[src/hw/rtl/dam_pkg.sv]
// ----------------------------------------------------------------------------
// dam_pkg
// Shared types and constants of the decimal accumulator machine.
// ----------------------------------------------------------------------------
package dam_pkg;

   localparam int MEM_WORDS = 100;
   localparam int ADDR_W    = 7;
   localparam int WORD_W    = 32;
   localparam int STAT_W    = 3;

   localparam logic [STAT_W-1:0] ST_RUN     = 3'd0;
   localparam logic [STAT_W-1:0] ST_HALT    = 3'd1;
   localparam logic [STAT_W-1:0] ST_DIVZ    = 3'd2;
   localparam logic [STAT_W-1:0] ST_BADOP   = 3'd3;
   localparam logic [STAT_W-1:0] ST_IGNORED = 3'd4;

   // opcodes
   localparam logic [5:0] OP_READ  = 6'd10;
   localparam logic [5:0] OP_WRITE = 6'd11;
   localparam logic [5:0] OP_LOAD  = 6'd20;
   localparam logic [5:0] OP_STORE = 6'd21;
   localparam logic [5:0] OP_ADD   = 6'd30;
   localparam logic [5:0] OP_SUB   = 6'd31;
   localparam logic [5:0] OP_DIV   = 6'd32;
   localparam logic [5:0] OP_MUL   = 6'd33;
   localparam logic [5:0] OP_BR    = 6'd40;
   localparam logic [5:0] OP_BRNEG = 6'd41;
   localparam logic [5:0] OP_BRZERO = 6'd42;
   localparam logic [5:0] OP_HALT  = 6'd43;

   // legal instruction words span 1000..4399
   localparam int WORD_MIN = 1000;
   localparam int WORD_MAX = 4399;
   // floor(w / 100) = (w * DIV100_MUL) >> DIV100_SHIFT for w < 8192
   localparam int DIV100_MUL   = 41944;
   localparam int DIV100_SHIFT = 22;

   typedef enum logic [1:0] {
      K_WRITE   = 2'd0,
      K_EXEC    = 2'd1,
      K_READ    = 2'd2,
      K_RESTART = 2'd3
   } kind_type;

   typedef enum logic [1:0] {
      RUN_GO    = 2'd0,
      RUN_HALT  = 2'd1,
      RUN_DIVZ  = 2'd2,
      RUN_BADOP = 2'd3
   } run_type;

   typedef struct packed {
      kind_type                 kind;
      logic [ADDR_W-1:0]        addr;
      logic signed [WORD_W-1:0] data;
      logic signed [WORD_W-1:0] read_value;
   } item_type;

   typedef struct packed {
      logic     valid;
      item_type item;
   } queue_type;

endpackage

[src/hw/rtl/dam_front.sv]
// ----------------------------------------------------------------------------
// dam_front
// Input side: takes request transfers and queues them for the executor.
// ----------------------------------------------------------------------------
module dam_front (
   input  logic                        clock,
   input  logic                        reset,
   input  logic                        req_valid,
   output logic                        req_ready,
   input  logic [1:0]                  req_kind,
   input  logic [dam_pkg::ADDR_W-1:0]  req_addr,
   input  logic signed [dam_pkg::WORD_W-1:0] req_data,
   input  logic signed [dam_pkg::WORD_W-1:0] req_read_value,
   output dam_pkg::queue_type          head,
   input  logic                        pop
);

   dam_pkg::item_type slot_ff [2];
   logic       wr_ptr_ff, rd_ptr_ff;
   logic [1:0] count_ff;
   logic       push;
   logic       take;
   dam_pkg::item_type item_in;

   assign req_ready = (count_ff != 2'd2);
   assign push      = req_valid && req_ready;
   assign take      = pop && (count_ff != 2'd0);

   always_comb begin
      item_in.kind       = dam_pkg::kind_type'(req_kind);
      item_in.addr       = req_addr;
      item_in.data       = req_data;
      item_in.read_value = req_read_value;
   end

   assign head.valid = (count_ff != 2'd0);
   assign head.item  = slot_ff[rd_ptr_ff];

   always_ff @(posedge clock) begin
      if (push) begin
         slot_ff[wr_ptr_ff] <= item_in;
      end
   end

   always_ff @(posedge clock) begin
      if (reset) begin
         wr_ptr_ff <= 1'b0;
         rd_ptr_ff <= 1'b0;
         count_ff  <= 2'd0;
      end else begin
         if (push) wr_ptr_ff <= ~wr_ptr_ff;
         if (take) rd_ptr_ff <= ~rd_ptr_ff;
         if (push && !take) count_ff <= count_ff + 2'd1;
         else if (take && !push) count_ff <= count_ff - 2'd1;
      end
   end

endmodule

[config.mk]
export PLATFORM = sky130hd
export DESIGN_NAME = dam_front
export DESIGN_NICKNAME = d
export VERILOG_FILES = /design/src/hw/rtl/dam_pkg.sv /design/src/hw/rtl/dam_front.sv
export SDC_FILE = /design/constraint.sdc
export NUM_CORES = 1
export LEC_CHECK = 0
export ABC_AREA = 0
export ABC_CLOCK_PERIOD_IN_PS = 3400
export BUFFER_PORTS_ARGS = -buffer_cell sky130_fd_sc_hd__buf_2
export CAP_MARGIN = 20
export CORE_UTILIZATION = 52
export CTS_BUF_LIST = sky130_fd_sc_hd__clkbuf_16
export CTS_CLUSTER_SIZE = 28
export DETAILED_ROUTE_END_ITERATION = 8
export PLACE_DENSITY = 0.79
export SYNTH_ARGS = -nofsm -noshare
export SYNTH_HDL_FRONTEND = slang
export SYNTH_SLANG_ARGS = --single-unit
[constraint.sdc]
create_clock -name clock -period 3.4 [get_ports clock]
set_input_delay 0.17 -clock clock [delete_from_list [all_inputs] [get_ports clock]]
set_output_delay 0.17 -clock clock [all_outputs]
set_load 0.05 [all_outputs]
After elaboration in Yosys (flattened, before gate mapping) --
Memories as Yosys holds them, arrays and structs flattened. A register that Yosys moved wholly into a read port is not among the register bits. Cells that the tools add are included.
Cells by class: add/sub/neg operators 2, reduce and logical (&&, ||, !) cells 8, eq/ne operators 1, multiplexer cells 6, bitwise logic cells 2
Operators by type and width (number):
- $logic_and A1 B1 Y1 | 4
- $mux W1 | 4
- $mux W2 | 2
- $reduce_bool A2 Y1 | 2
- $add A2 B1 Y2 const B | 1
- $logic_not A1 Y1 | 2
- $ne A2 B2 Y1 const B | 1
- $not A1 Y1 | 2
- $sub A2 B1 Y2 const B | 1
Storage, ports and cells: logic and storage cells 23, register bits after elaboration 4, memories 1, output and inout port bits 75, bits in writable memories 146
Memory list:
- slot_ff | depth 2, width 73, rd ports 1, clocked after Yosys merged registers in 1, write ports 1, line dam_front.sv:18 | dam_pkg::item_type slot_ff [2];

Longest topological paths before layout --
Gate-level depths: netlist of run 1.
word-level depth 6, mapped depth 6

Worst setup path after synthesis of run 1 --
No wires, ideal clock.
kind register -> register, start register count_ff[0], end memory slot_ff[1][0] in the netlist's numbering (enable), setup time 0.439 ns, clock period less this slack 3.181 ns, path buffers 0, data arrival time 2.742 ns, cell stages (with the launch flop) 3, path slack 0.219 ns, path through dfxtp_1 -> nand2b_1 -> and3_1
On the way: longest elaborated chain between the ends 4
RTL lines:
- start: declaration | line dam_front.sv:20 | logic [1:0] count_ff;
- start signal: assignment | line dam_front.sv:53 | if (push && !take) count_ff <= count_ff + 2'd1;
- start signal: assignment | line dam_front.sv:54 | else if (take && !push) count_ff <= count_ff - 2'd1;
- $ne A2 B2 Y1 | line dam_front.sv:25 | assign req_ready = (count_ff != 2'd2);
- net req_ready | line dam_front.sv:9 | output logic req_ready,
- $logic_and A1 B1 Y1 | line dam_front.sv:26 | assign push = req_valid && req_ready;
- $mux W1 | line dam_front.sv:40 | if (push) begin
- $mux W1 (implied by the code) | line dam_front.sv:41 | slot_ff[wr_ptr_ff] <= item_in;
- end: declaration | line dam_front.sv:18
The timed path passes the listed nets, and every way through them passes these cells.

==> flow_metrics.py, run 1 <==
metrics = {
    "status": {
        "outcome": "finished, final reports clean",
    },
    "synth": {
        "syn_area_per_cell_sq_um": 21.9,
        "synth_area_sq_um": 5490,
        "yosysSeqAreaShare_pct": 81.7,
        "syn_inst": 251,
        "synth_cell_type_count": 18,
        "ys_ff_latch": 151,
        "ys_warn_count": 0,
        "syn_nets": 329,
    },
    "power": {
        "p_sw_mw": 2.27,
        "swShare_pct": 35.8,
        "pwr-share-comb_pct": 31.6,
        "cellLeakagePower_nw": 2.93,
        "pwr-share-clk_pct": 28.9,
        "ir_worst_vdd_uv": 513,
        "powerDensity_nw_per_um2": 824,
        "seq_power_share_pct": 39.5,
        "power.internal_mw": 4.09,
    },
    "grt": {
        "grt_pass1_wl_microns": 16200,
        "grt_pass1_vias": 3253,
        "grt_overflow": 0,
        "grt_max_degree": 74,
        "grt_antenna_before_repair": 0,
        "grt_usage_pct": 20.2,
    },
    "floorplanning": {
        "start_util_pct": 53.4,
        "io-pin-count": 152,
        "rows": 37,
        "design.core.area_sq_um": 10300,
        "die_area_sq_um": 11000,
        "die_w_microns": 105,
        "die_h_microns": 105,
    },
    "routing": {
        "drt_iter0_markers": 139,
        "vias": 3102,
        "drcViolationCount": 0,
        "via_per_inst": 4.87,
        "firstDrtPassIters": 6,
        "antenna_left": 0,
        "post_drt_wl_per_cell_microns": 16.7,
        "drt_wl_total_microns": 10600,
    },
    "cells_and_area": {
        "final_common_cell": "buf_2",
        "syn_to_final_growth_pct": 40.6,
        "antennaDiodeCount": 0,
        "nets": 566,
        "n_fill_cell": 609,
        "drive_gt1_share_pct": 51.3,
        "utilization_pct": 75.1,
        "layout_common_cells": "buf_2 (151), edfxtp_1 (146), dlygate4sd3_1 (74)",
    },
    "cts": {
        "cts_root_buf": "clkbuf_16",
        "clk_pin_slew_ns": 0.06,
        "numCtsBuffers": 17,
        "cts.sinks": 151,
        "tritoncts": "yes",
        "htree_levels": 4,
        "clock_path_buffers": 2,
        "clk_latency_ns": 0.41,
    },
    "timing": {
        "relSlewSlack_pct": 32.5,
        "final-setup-viol-count": 0,
        "maxSlewViolCount": 0,
        "finalHoldViolations": 0,
        "finalSetupTns_ns": 0,
        "hold_slack_ns": 0.119,
        "tightest_slew_ns": 1.01,
        "post-route-period-util_pct": 66.0,
        "clock.fmax_mhz": 446,
        "rsz0062_at_grt": "false",
        "finalClockSkew_ns": 0.00679,
        "finalCriticalPeriod_ns": 2.24,
    },
    "placement": {
        "post-dp-hpwl_microns": 5770,
        "io_buffers": 151,
        "gp_congestion": 0.714,
    },
    "setup_path": {
        "critPathRequiredTime_ns": 3.23,
        "regToRegSetupSlack_ns": 1.41,
        "rr_worst_depth": 4,
        "critPathMaxStageDelay_ns": 0.96,
        "worstPathCellList": "mux2_2, buf_2",
        "crit_family": "flip-flops",
        "worst_setup_path_start_kind": "flop",
        "r2r_start": "count_ff[0]",
        "cp-end-kind": "output port",
        "r2r_end": "slot_ff[0][12]",
        "critPathMaxFanout": 73,
        "path_class": "reg -> out",
        "crit_end": "head[27]",
        "cp_data_arrival_time_ns": 2.07,
        "critPathSlowestCell": "dfxtp_4",
        "worstSetupPathDepth": 2,
        "cp_num_buf_inv": 1,
    },
    "flow_run": {
        "cap_violations": 0,
    },
    "worst_hold_path": {
        "hp-class": "in -> reg",
    },
}
==> sequential cells by signal, indices dropped and copies added, names as in the netlist, named ones only <==
name / cells
wr_ptr_ff: 1
slot_ff: 146
rd_ptr_ff: 1
count_ff: 2
==> timing repair <==
action                    CTS  global route
resized for setup           0             0
setup buffers               0             0
hold endpoints to repair  151             0
hold buffers               74             0
==> worst min-delay path, cell delays in order <==
cell	delay [ns]
buf_2	0.12
a21bo_2	0.13
a21oi_1	0.06
==> power groups by stage <==
stage | sequential, mW | clock [mW] | combinational, mW
floorplan | 2.42 | 0 | 1.66
finish | 2.51 | 1.84 | 2.01
detailed placement | 2.55 | 0 | 1.93
global placement | 2.53 | 0 | 1.92
CTS | 2.51 | 1.87 | 2.01
global route | 2.54 | 1.95 | 2.09
==> cells in the mapped netlist <==
cell type  instances  share of area (%)
buf_4              7               0.96
ha_1               1               0.23
o21ai_0            2               0.18
mux2_2            73                 15
xor2_1             3               0.48
inv_1              1              0.068
dfxtp_1            5                1.8
buf_2              1              0.091
a21oi_1            2               0.18
and2_1             1               0.11
or3_1              1               0.11
a21bo_2            1               0.18
nor2_1             3               0.21
nand3b_1           1               0.14
nand2b_1           1               0.11
and3_1             1               0.11
edfxtp_1         146                 80
or2_2              1               0.11
==> logic make-up (layout without fill, tap and decap cells) <==
| family | count (synthesis) | after routing | synth area share, % |
|---|---|---|---|
| fa+ha+maj | 1 | 1 | 0.228 |
| flops | 151 | 151 | 81.7 |
| mux | 73 | 73 | 15.0 |
| simple gates | 9 | 9 | 0.913 |
| compound gates | 5 | 5 | 0.547 |
| xor+xnor | 3 | 3 | 0.479 |
| buf+inv | 9 | 259 | 1.12 |
==> how the worst min path moves through the flow <==
stage	to	startpoint	depth (start not counted)
3_3_place_gp	slot_ff[0][14]	req_read_value[14]	1
4_1_cts	wr_ptr_ff	req_valid	3
5_1_grt	wr_ptr_ff	req_valid	3
6_report	wr_ptr_ff	req_valid	3
3_5_place_dp	slot_ff[1][20]	req_read_value[20]	1
2_1_floorplan	count_ff[1]	reset	1
==> cell type report <==
class / instances / area [sq um] / share of cell area, %
Clock inverter: 15 / 164 / 2.12
Clock buffer: 17 / 425 / 5.52
Inverter: 1 / 3.75 / 0.0487
Tap cell: 136 / 170 / 2.21
Timing Repair Buffer: 226 / 1520 / 19.7
Multi-Input combinational cell: 91 / 946 / 12.3
Sequential cell: 151 / 4490 / 58.2
==> through the flow <==
step / instances / setup slack (ns) / area [sq um] / power [mW]
after floorplan: 251 / 0.219 / 5490 / 4.08
after global placement: 531 / 1.48 / 6380 / 4.45
after detailed placement: 531 / 1.38 / 6380 / 4.48
after CTS: 637 / 1.13 / 7710 / 6.39
after global routing: 637 / 1.05 / 7710 / 6.58
final: 637 / 1.16 / 7710 / 6.36
==> routing by layer <==
metal  vias up  track usage (%)  part of all wire, %
met4         0             8.85                  1.6
met1      1504             21.9                   39
met3        12             6.61                  5.7
met5         -                0                    0
li1       1473                -                    -
met2       113             36.0                   54
No activity file was read; power rests on OpenSTA's default activity.
==> inputs of run 2 (changes only) <==
--- a/config.mk
+++ b/config.mk
@@ -6,14 +6,14 @@
 export NUM_CORES = 1
 export LEC_CHECK = 0
 export ABC_AREA = 0
-export ABC_CLOCK_PERIOD_IN_PS = 3400
+export ABC_CLOCK_PERIOD_IN_PS = 1900
 export BUFFER_PORTS_ARGS = -buffer_cell sky130_fd_sc_hd__buf_2
 export CAP_MARGIN = 20
-export CORE_UTILIZATION = 52
+export CORE_UTILIZATION = 47
 export CTS_BUF_LIST = sky130_fd_sc_hd__clkbuf_16
 export CTS_CLUSTER_SIZE = 28
 export DETAILED_ROUTE_END_ITERATION = 8
-export PLACE_DENSITY = 0.79
+export PLACE_DENSITY = 0.76
 export SYNTH_ARGS = -nofsm -noshare
 export SYNTH_HDL_FRONTEND = slang
 export SYNTH_SLANG_ARGS = --single-unit
==> constraint.sdc (replaced) <==
create_clock -name clock -period 1.9 [get_ports clock]
set_input_delay 0.095 -clock clock [delete_from_list [all_inputs] [get_ports clock]]
set_output_delay 0.095 -clock clock [all_outputs]
set_load 0.05 [all_outputs]
==> flow_metrics.py, run 2 (synthesis results as in run 1) <==
metrics = {
    "cells_and_area": {
        "syn_to_final_growth_pct": 42.7,
        "antennaDiodeCount": 0,
        "nets": 572,
        "final_common_cell": "buf_2",
        "finalNonFillerCells": 649,
        "reg_top3": "slot_ff x146, count_ff x2",
        "drive_gt1_share_pct": 52.8,
        "layout_common_cells": "buf_2 (151), edfxtp_1 (146), dlygate4sd3_1 (74)",
        "largest_reg_flops": 146,
        "top_register": "slot_ff",
    },
    "timing": {
        "clock.fmax_mhz": 574,
        "post-route-period-util_pct": 91.7,
        "relSlewSlack_pct": 77.3,
        "rsz0062_at_grt": "false",
        "final-setup-viol-count": 0,
        "maxSlewViolCount": 0,
        "timing.final.ws_setup_ns": 0.158,
        "hold_slack_ns": 0.0320,
        "tightest_slew_ns": 0.339,
        "finalCriticalPeriod_ns": 1.74,
        "finalClockSkew_ns": 0.0124,
        "finalHoldViolations": 0,
        "finalSetupTns_ns": 0,
    },
    "placement": {
        "dpl_worst_slack_ns": 0.337,
        "gp_congestion": 0.676,
        "post-dp-hpwl_microns": 6350,
        "io_buffers": 151,
        "place_inst": 544,
    },
    "routing": {
        "via_per_inst": 4.81,
        "drt_iter0_markers": 140,
        "antenna_left": 0,
        "vias": 3119,
        "firstDrtPassIters": 4,
        "post_drt_wl_per_cell_microns": 16.4,
        "drcViolationCount": 0,
        "drt_wl_total_microns": 10700,
    },
    "setup_path": {
        "worst_setup_path_start_kind": "flop",
        "critPathSlowestCell": "mux2_2",
        "cp_num_buf_inv": 2,
        "regToRegSetupSlack_ns": 0.33,
        "cp_data_arrival_time_ns": 1.65,
        "critPathMaxFanout": 30,
        "rr_worst_depth": 4,
        "critPathMaxStageDelay_ns": 0.38,
        "path_class": "reg -> out",
        "cp-end-kind": "output port",
        "r2r_start": "count_ff[1]",
        "crit_family": "buffers and inverters",
        "r2r_end": "slot_ff[0][46]",
        "worstPathCellList": "buf_6, mux2_2, buf_2",
        "critPathRequiredTime_ns": 1.80,
    },
    "cts": {
        "tritoncts": "yes",
        "cts.sinks": 151,
        "numCtsBuffers": 17,
        "cts_root_buf": "clkbuf_16",
        "clock_path_buffers": 2,
        "htree_levels": 4,
        "clk_latency_ns": 0.41,
        "clk_pin_slew_ns": 0.06,
        "post_cts_buffers": 0,
    },
    "floorplanning": {
        "die_h_microns": 110,
        "io-pin-count": 152,
        "die_w_microns": 110,
        "design.core.area_sq_um": 11400,
        "start_util_pct": 48.0,
        "die_area_sq_um": 12100,
        "rows": 39,
    },
    "power": {
        "power_mw": 11.5,
        "powerDensity_nw_per_um2": 1460,
        "cellLeakagePower_nw": 2.97,
        "ir_worst_vdd_uv": 768,
    },
    "status": {
        "outcome": "finished, final reports clean",
    },
    "grt": {
        "grt_pass1_vias": 3240,
        "grt_overflow": 0,
        "grt_max_degree": 44,
        "grt_antenna_before_repair": 0,
        "grt_pass1_wl_microns": 15700,
        "grt_usage_pct": 18.2,
    },
    "worst_hold_path": {
        "hp-class": "in -> reg",
        "hold-path-cell-count": 3,
        "hold_path_end": "wr_ptr_ff",
        "min_from": "req_valid",
    },
    "flow_run": {
        "cap_violations": 0,
    },
}
## run 2: worst register-to-register path, stage by stage, from the launching register on
cell	delay [ns]
dfxtp_1	0.42
nand2b_4	0.09
nand3b_1	0.16
clkinvlp_4	0.34
buf_4	0.31
## run 2: timing repair
action                                 in CTS  in global routing
hold buffers                               74                  0
setup endpoints to repair                   0                 20
endpoints found under the hold margin     151                  0
resized for setup                           0                  1
## run 2: metrics by stage
stage                     cell area [sq um]  utilization, %
after floorplan                        5500               -
after global placement                 6500            56.9
after detailed placement               6500            56.9
after CTS                              7830            68.6
after global routing                   7830            68.6
final                                  7830            68.6
## run 2: metal layers
metal	up-vias	wire [microns]	part of all wire (%)	track usage, %
met3	16	671	6.3	7.05
met2	106	5600	53	31.9
met5	-	0	0	0
met1	1513	4250	40	20.0
met4	0	133	1.2	6.67
li1	1484	-	-	-
## run 2: how the worst max path moves through the flow
stage | startpoint | to | cells after the start
after CTS | flop | head[50] | 3
after detailed placement | count_ff[0] | slot_ff[0][72] | 4
final | flop | head[45] | 3
after floorplan | count_ff[0] | slot_ff[0][0] | 3
after global routing | flop | head[50] | 3
after global placement | count_ff[0] | slot_ff[0][3] | 4
## run 2: report_power, final
part           switching, mW  total, mW  internal [mW]
sequential             0.123       4.29           4.17
combinational           2.71       3.90           1.19
clock                   1.23       3.28           2.04
## run 2: area by class of cell
type | count | area (sq um)
flip-flops and latches | 151 | 4490
repair buffers | 232 | 1620
inverters | 1 | 7.51
clock buffers | 17 | 425
fillers | 784 | 3590
multi-input cells | 91 | 953
well taps | 143 | 179
clock inverters | 14 | 161
==> inputs of run 3 (changes only) <==
--- a/config.mk
+++ b/config.mk
@@ -6,14 +6,14 @@
 export NUM_CORES = 1
 export LEC_CHECK = 0
 export ABC_AREA = 0
-export ABC_CLOCK_PERIOD_IN_PS = 1900
+export ABC_CLOCK_PERIOD_IN_PS = 1800
 export BUFFER_PORTS_ARGS = -buffer_cell sky130_fd_sc_hd__buf_2
 export CAP_MARGIN = 20
-export CORE_UTILIZATION = 47
+export CORE_UTILIZATION = 50
 export CTS_BUF_LIST = sky130_fd_sc_hd__clkbuf_16
 export CTS_CLUSTER_SIZE = 28
 export DETAILED_ROUTE_END_ITERATION = 8
-export PLACE_DENSITY = 0.76
+export PLACE_DENSITY = 0.77
 export SYNTH_ARGS = -nofsm -noshare
 export SYNTH_HDL_FRONTEND = slang
 export SYNTH_SLANG_ARGS = --single-unit
==> constraint.sdc (replaced) <==
create_clock -name clock -period 1.8 [get_ports clock]
set_input_delay 0.09 -clock clock [delete_from_list [all_inputs] [get_ports clock]]
set_output_delay 0.09 -clock clock [all_outputs]
set_load 0.05 [all_outputs]
==> flow_metrics.py, run 3 (synthesis results as in run 1) <==
metrics = {
    "status": {
        "outcome": "finished, final reports clean",
    },
    "setup_path": {
        "cp-end-kind": "output port",
        "cp_num_buf_inv": 2,
        "critPathRequiredTime_ns": 1.71,
        "crit_family": "buffers and inverters",
        "worstPathCellList": "buf_12, mux2_2, buf_2",
        "cp_data_arrival_time_ns": 1.60,
        "worst_setup_path_start_kind": "flop",
        "critPathMaxStageDelay_ns": 0.40,
        "critPathMaxFanout": 30,
        "path_class": "reg -> out",
        "critPathSlowestCell": "dfxtp_4",
    },
    "timing": {
        "hold_slack_ns": 0.0318,
        "final-setup-viol-count": 0,
        "timing.final.ws_setup_ns": 0.112,
        "finalCriticalPeriod_ns": 1.69,
        "relSlewSlack_pct": 80.2,
        "post-route-period-util_pct": 93.8,
        "finalHoldViolations": 0,
        "clock.fmax_mhz": 593,
        "rsz0062_at_grt": "false",
        "tightest_slew_ns": 0.296,
        "maxSlewViolCount": 0,
        "finalSetupTns_ns": 0,
        "finalClockSkew_ns": 0.00837,
    },
    "flow_run": {
        "cap_violations": 0,
    },
    "placement": {
        "dpl_worst_slack_ns": 0.138,
        "gp_congestion": 0.687,
        "post-dp-hpwl_microns": 6210,
        "place_inst": 537,
        "placed_cell_area_sq_um": 6500,
        "io_buffers": 151,
    },
    "cells_and_area": {
        "drive_gt1_share_pct": 52.8,
        "nets": 574,
        "top_register": "slot_ff",
        "final_common_cell": "buf_2",
        "syn_to_final_growth_pct": 43.5,
        "largest_reg_flops": 146,
        "reg_top3": "slot_ff x146, count_ff x2",
        "fin_area_sq_um": 7870,
        "finalNonFillerCells": 645,
        "antennaDiodeCount": 0,
        "layout_common_cells": "buf_2 (151), edfxtp_1 (146), dlygate4sd3_1 (74)",
        "utilization_pct": 75.3,
    },
    "floorplanning": {
        "die_w_microns": 107,
        "die_area_sq_um": 11400,
        "start_util_pct": 52.4,
        "die_h_microns": 107,
        "io-pin-count": 152,
        "design.core.area_sq_um": 10500,
        "rows": 37,
    },
    "worst_hold_path": {
        "hp-class": "in -> reg",
    },
    "grt": {
        "grt_antenna_before_repair": 0,
        "grt_overflow": 0,
        "grt_pass1_wl_microns": 16500,
        "grt_max_degree": 39,
        "grt_pass1_vias": 3334,
        "grt_usage_pct": 19.7,
    },
    "routing": {
        "post_drt_wl_per_cell_microns": 16.6,
        "drt_wl_total_microns": 10700,
        "antenna_left": 0,
        "drt_iter0_markers": 127,
        "via_per_inst": 4.87,
        "vias": 3138,
        "firstDrtPassIters": 6,
        "drcViolationCount": 0,
    },
    "cts": {
        "clk_pin_slew_ns": 0.06,
        "numCtsBuffers": 17,
        "cts.sinks": 151,
        "clk_latency_ns": 0.40,
        "cts_root_buf": "clkbuf_16",
        "tritoncts": "yes",
        "clock_path_buffers": 2,
        "htree_levels": 4,
    },
    "power": {
        "cellLeakagePower_nw": 3.00,
        "powerDensity_nw_per_um2": 1560,
        "power_mw": 12.3,
        "ir_worst_vdd_uv": 821,
    },
}
==> run 3: cell types whose count changed in the layout (fill, tap and decap cells not counted), sizes merged <==
cell      before  now
buf          158  160
clkinv         7    3
bufinv         3    4
inv            1    4
clkinvlp       4    5
==> run 3: metal layers <==
metal / up-vias / wire [microns] / GRT usage, %
li1: 1489 / - / -
met1: 1527 / 4360 / 23.6
met2: 118 / 5760 / 34.9
met3: 4 / 538 / 4.74
met4: 0 / 50 / 6.46
met5: - / 0 / 0
==> run 3: final cells by class <==
class                           count  area (sq um)
Inverter                            1          7.51
Multi-Input combinational cell     91           953
Tap cell                          136           170
Clock buffer                       17           425
Timing Repair Buffer              234          1640
Fill cell                         618          2590
Clock inverter                     15           189
Sequential cell                   151          4490
==> run 3: report_power, final <==
group          switching [mW]  leakage (nW)  internal [mW]
clock                    1.29         0.299           2.30
combinational            2.88          1.29           1.29
sequential              0.142          1.41           4.40
==> run 3: what timing repair did <==
action,4_1_cts,5_1_grt
endpoints found under the setup margin,59,1
hold buffers,74,0
endpoints found under the hold margin,151,0
buffers inserted,2,0
resized for setup,0,1
==> run 3: tightest hold or removal path: stages <==
cell and delay, ns:
buf_2 0.12, a21bo_2 0.12, a21oi_1 0.05
==> run 3: final timing paths <==
kind               start     endpoint  slack, ns  depth (start not counted)
max                 flop     head[31]       0.11                          3
max reg2reg  count_ff[0]  count_ff[1]       0.16                          5
min reg2reg    rd_ptr_ff    rd_ptr_ff       0.52                          2
min            req_valid    wr_ptr_ff       0.03                          3
